===== src/sv/stbs_pkg.sv =====
// ----------------------------------------------------------------------------
// stbs_pkg
// Types and constants shared by the sorted table search controller and
// datapath.
// ----------------------------------------------------------------------------
package stbs_pkg;

    // Width of a table index as carried on the request channel.
    localparam int IDX_W = 8;
    // Working width of the search bounds: holds -1 up to one past the
    // largest index, and the sum of two bounds.
    localparam int POS_W = 10;

    typedef enum logic {
        OP_LOAD   = 1'b0,
        OP_SEARCH = 1'b1
    } t_opcode;

    typedef logic signed [POS_W-1:0] t_pos;

    typedef struct packed {
        logic load;         // write the request's entry into the table
        logic capture;      // latch key and range of a search request
        logic start;        // issue the first probe
        logic step;         // narrow the range and issue the next probe
        logic finish_hit;   // record a match at the current probe
        logic finish_miss;  // record an empty range
        logic out_load;     // move the recorded result to the output register
    } t_dp_cmd;

    typedef struct packed {
        logic empty;        // captured range holds no entry
        logic hit;          // probed entry equals the key
        logic next_empty;   // the narrowed range would hold no entry
    } t_dp_stat;

endpackage


===== src/sv/stbs_ctrl.sv =====
// ----------------------------------------------------------------------------
// stbs_ctrl
// Controller for the sorted table search: sequences loads, probes and the
// hand-off of each result to the output register.
// ----------------------------------------------------------------------------
module stbs_ctrl (
    input  logic               i_clk,
    input  logic               i_rst_n,
    input  logic               i_req_valid,
    input  logic               i_req_opcode,
    output logic               o_req_ready,
    output logic               o_resp_valid,
    input  logic               i_resp_ready,
    output stbs_pkg::t_dp_cmd  o_cmd,
    input  stbs_pkg::t_dp_stat i_stat
);
    import stbs_pkg::*;

    typedef enum logic [1:0] {
        S_IDLE,
        S_START,
        S_PROBE,
        S_RESULT
    } t_state;

    t_state r_state;
    t_state n_state;
    logic   r_out_valid;
    logic   n_out_valid;
    logic   accept;
    logic   slot_free;

    assign accept    = i_req_valid && o_req_ready;
    assign slot_free = !r_out_valid || i_resp_ready;

    always_comb begin
        o_cmd       = '0;
        n_state     = r_state;
        n_out_valid = r_out_valid && !i_resp_ready;
        unique case (r_state)
            S_IDLE: begin
                if (accept) begin
                    if (i_req_opcode == OP_SEARCH) begin
                        o_cmd.capture = 1'b1;
                        n_state       = S_START;
                    end else begin
                        o_cmd.load = 1'b1;
                    end
                end
            end
            S_START: begin
                if (i_stat.empty) begin
                    o_cmd.finish_miss = 1'b1;
                    n_state           = S_RESULT;
                end else begin
                    o_cmd.start = 1'b1;
                    n_state     = S_PROBE;
                end
            end
            S_PROBE: begin
                priority if (i_stat.hit) begin
                    o_cmd.finish_hit = 1'b1;
                    n_state          = S_RESULT;
                end else if (i_stat.next_empty) begin
                    o_cmd.finish_miss = 1'b1;
                    n_state           = S_RESULT;
                end else begin
                    o_cmd.step = 1'b1;
                end
            end
            S_RESULT: begin
                // Wait here while the previous result is still unclaimed.
                if (slot_free) begin
                    o_cmd.out_load = 1'b1;
                    n_out_valid    = 1'b1;
                    n_state        = S_IDLE;
                end
            end
            default: begin
                n_state = S_IDLE;
            end
        endcase
    end

    always_ff @(posedge i_clk) begin
        if (!i_rst_n) begin
            r_state     <= S_IDLE;
            r_out_valid <= 1'b0;
        end else begin
            r_state     <= n_state;
            r_out_valid <= n_out_valid;
        end
    end

    assign o_req_ready  = r_state == S_IDLE;
    assign o_resp_valid = r_out_valid;

endmodule


===== config.mk =====
export PLATFORM = sky130hd
export DESIGN_NAME = stbs_ctrl
export DESIGN_NICKNAME = d
export VERILOG_FILES = /design/src/sv/stbs_pkg.sv /design/src/sv/stbs_ctrl.sv
export SDC_FILE = /design/constraint.sdc
export NUM_CORES = 1
export LEC_CHECK = 0
export BUFFER_PORTS_ARGS = -buffer_cell sky130_fd_sc_hd__buf_2
export CORE_AREA = 2 2 39 41
export CTS_CLUSTER_SIZE = 28
export DETAILED_ROUTE_END_ITERATION = 16
export DIE_AREA = 0 0 41 43
export HOLD_SLACK_MARGIN = 0.1
export PLACE_DENSITY = 0.49
export SETUP_SLACK_MARGIN = 0.2
export SYNTH_ARGS = -nofsm -noshare
export SYNTH_HDL_FRONTEND = slang
export SYNTH_SLANG_ARGS = --single-unit

===== constraint.sdc =====
create_clock -name i_clk -period 1.9 [get_ports i_clk]
set_clock_uncertainty 0.1 [all_clocks]
set_input_delay 0.38 -clock i_clk [delete_from_list [all_inputs] [get_ports i_clk]]
set_output_delay 0.38 -clock i_clk [all_outputs]
set_load 0.005 [all_outputs]

==> results.txt <==
The initial antenna violation count is 0. Startpoint-to-endpoint class of the critical path: reg -> out. The die height was 43 um.

The critical path's largest stage delay was 390 ps; the clock network latency to the later pin of the worst-skew pair was 240 ps. The first global-routing pass estimated 1.02 mm of wire. The minimum clock period after layout was 1660 ps.

The number of nets in the synthesized netlist is 47. The die is 41 um wide. The count of TritonRoute iterations in the first routing pass is 2, and the endpoint arrival time on the critical path is 1180 ps. After synthesis, flip-flops and latches occupy 19.4% of the total area.

The number of H-tree levels came out at 1. The clock net in this run drives a total of 3 sinks. In this run the worst path has a maximum fanout of 6. The filler-free cell count of the finished design is 70. The logs give 0 for the final count of pins violating max slew and 2 for the largest buffer count on any clock path. Cell at the root of the clock tree: clkbuf_4. Setup violations remaining at the end of the flow were counted as 0.

Timing would allow up to 0.601 GHz. The number of hold buffers added after CTS was 0. Setup repair after global routing could not meet its margin everywhere.

17 I/O pins were placed. The source of the worst register-to-register timing path was r_state[0]$_SDFFE_PN0P_. The end of the worst register-to-register path was r_state[0]$_SDFFE_PN0P_. The initial utilization of the core area, before any placement, comes to 22.3%.

The final weighted congestion in routability-driven placement is 0.755, and the transition time of the tightest slew-check pin is 255 ps. Entering global routing, the biggest net connects 7 pins. The floorplan has 14 rows. The floorplan step defined a die boundary enclosing 1760 um^2. The run finished with clean final reports. After synthesis, the cell types taking the most area are ha_1, dfxtp_1, a221oi_4, nand2_1, mux2i_1.

The detailed-route vias per instance is 4.24, and the number of antenna repair diodes is 0. After synthesis, the largest area contributor takes up 24.3% of total cell area. Across the VDD grid, the largest voltage drop is 0.000461 V.

The worst setup path startpoint is r_state[0]$_SDFFE_PN0P_. The tools report the area taken by flip-flops and latches as 67.6 um^2. Of the cells placed in the final design, the portion with a size suffix greater than 1 is 55.6%. The area of the core came out at 1380 um^2.

Traced cell by cell, the critical path runs through inv_4, ha_4, a21boi_2, buf_2. After detailed routing, the average wire length per cell comes to 8.94 um. In the final design database the tool counted 69 nets. Summing all multi-input logic gate instances after layout gives 277 um^2. For this design the static power due to leakage is 0.000239 uW.

Critical-path cell with the highest stage delay: dfxtp_4. The logs give 297 for the number of vias after detailed routing and 65 for the placed cell count. In this run the remaining antenna-violating nets after routing total 0. Clock-pin slew was measured on the worst setup and hold paths at 40 ps. STA classifies the critical path startpoint as a flop.

In this run the cell area of the synthesized design comes to 309 um^2. The number of maximum-capacitance constraint violations was 0; the power density normalized to cell area was 1150 nW/um^2. The tightest hold path in the finished design has a slack of 327 ps. Once detailed placement completed, the half-perimeter wirelength came to 511 um. For this run, design rule violations remaining after detail routing come to 0.

The area added between synthesis and finish is 58.7%. The number of buffers added on ports is 16, and the number of filler instances in the final layout is 149. The Yosys step of the flow raised 0 warnings.

For flop-to-flop paths, the worst setup slack is 360 ps. The worst reg-to-reg path cell count is 6. The post-synthesis average cell area works out to 9.37 um^2. Path category of the worst min-delay check: in -> reg. TritonCTS built the clock tree. The number of register bits inferred by synthesis was 3.

The tools report the sum of negative setup slack as 0 ps. The proportion of register bits with asynchronous set or reset after synthesis works out to 0%. After synthesis, the netlist uses 16 different library cells. Across every metal layer, demand over resource in global routing totals 8.61%.

Post-synthesis cell type with the largest combined area: ha_1. The tools report the routed wire length as 626 um. Sorting the synthesized cells by how often they occur yields ha_1, nand2_1, dfxtp_1, nor2b_1. The worst setup path is captured at an output pin. Final number of hold-violating endpoints: 0.

Global routing finished with a remaining overflow of 0. Summing all non-filler instances in the final layout gives an area of 490 um^2. The via count of the first global-routing pass is 273, and the instance area at placement is 409 um^2. The capturing instance or port of the critical path is o_cmd[1].

The run gives 564 uW as the final total power. The worst pin sits at a relative slew slack of 83.0%. At the worst endpoint, the required time is 1420 ps. Violation count after the first detailed-route iteration: 1. The most frequently used flop master after synthesis is dfxtp_1.

In the finished design, the share of the clock period the worst path needs comes to 87.6%. Synthesized instance count: 33. The number of buffers inserted during clock tree synthesis was 3; the count of flip-flops with a built-in enable after synthesis was 0.
power by group:
group	internal [uW]	leakage, uW	total, uW	switching (uW)
logic	180	0.000198	316	136
clock network	78.8	0.0000150	114	35.1
registers	93.9	0.0000259	134	40.5
total	353	0.000239	564	212
cells in the final DEF, fill, tap and decap left out:
cell | netlist | final
nor2b_4 | 1 | 1
ha_1 | 6 | 4
a21boi_2 | 0 | 1
dfxtp_4 | 0 | 2
dfxtp_1 | 3 | 1
and2_1 | 1 | 1
o21a_1 | 1 | 1
and3_1 | 2 | 2
nand2_1 | 6 | 6
mux2i_1 | 2 | 2
buf_2 | 0 | 16
buf_4 | 0 | 1
nor2_1 | 1 | 1
clkbuf_1 | 0 | 1
nand3b_1 | 1 | 1
nor3b_4 | 0 | 1
a221oi_4 | 1 | 1
ha_4 | 0 | 2
o31ai_1 | 1 | 1
inv_4 | 0 | 2
clkbuf_4 | 0 | 3
nor2b_1 | 3 | 3
per-layer routing:
layer / wire length (um) / track usage (%)
met5: 0 / 0
met4: 0 / 2.00
met3: 55 / 6.28
met2: 303 / 13.1
met1: 267 / 9.24
cells by family after synthesis:
kind of cell | Yosys count | synth area share, %
and+or+nand+nor | 16 | 31.6
AOI/OAI and AO/OA | 4 | 15.8
DFF | 3 | 19.4
adders and majority gates | 6 | 24.3
buffers and inverters | 2 | 2.43
muxes | 2 | 6.48
how the worst min path moves through the flow:
| stage | from | to | slack (ps) | cells after the start |
|---|---|---|---|---|
| 6_report | i_rst_n | r_state[1]$_SDFFE_PN0P_ | 330 | 3 |
| 5_1_grt | i_rst_n | r_state[1]$_SDFFE_PN0P_ | 330 | 3 |
| 4_1_cts | i_rst_n | r_state[1]$_SDFFE_PN0P_ | 320 | 3 |
| 3_5_place_dp | r_state[0]$_SDFFE_PN0P_ | r_state[0]$_SDFFE_PN0P_ | 420 | 2 |
| 3_3_place_gp | r_state[0]$_SDFFE_PN0P_ | r_state[0]$_SDFFE_PN0P_ | 430 | 2 |
| 2_1_floorplan | r_state[0]$_SDFFE_PN0P_ | r_state[0]$_SDFFE_PN0P_ | 390 | 2 |
through the flow:
stage | setup slack [ps] | util (%)
floorplan | 450 | -
global placement | 293 | 29.6
detailed placement | 290 | 29.6
CTS | 199 | 33.7
global route | 172 | 35.4
finish | 236 | 35.4
area by class of cell:
type | instances | area share (%)
sequential | 3 | 13.8
tap | 16 | 4.08
inverter | 2 | 2.55
clock buffer | 4 | 5.36
multi-input combinational | 28 | 56.4
timing repair buffer | 17 | 17.9
worst max-delay path, delay by kind of cell, from the launching register on:
kind | cells | cell delay (ps)
DFF | 1 | 390
AOI/OAI and AO/OA | 1 | 130
adders and majority gates | 1 | 260
buffers and inverters | 2 | 170
sequential cells by signal (all words and copies together), names as in the netlist:
register,cells
o_resp_valid,1
r_state,2
timing repair:
item | in CTS | in global routing
buffers inserted | 1 | 0
pin swaps | 0 | 1
setup endpoints to repair | 6 | 3
gates resized for setup | 8 | 6
Note: power is estimated with default switching activity, not from simulation.
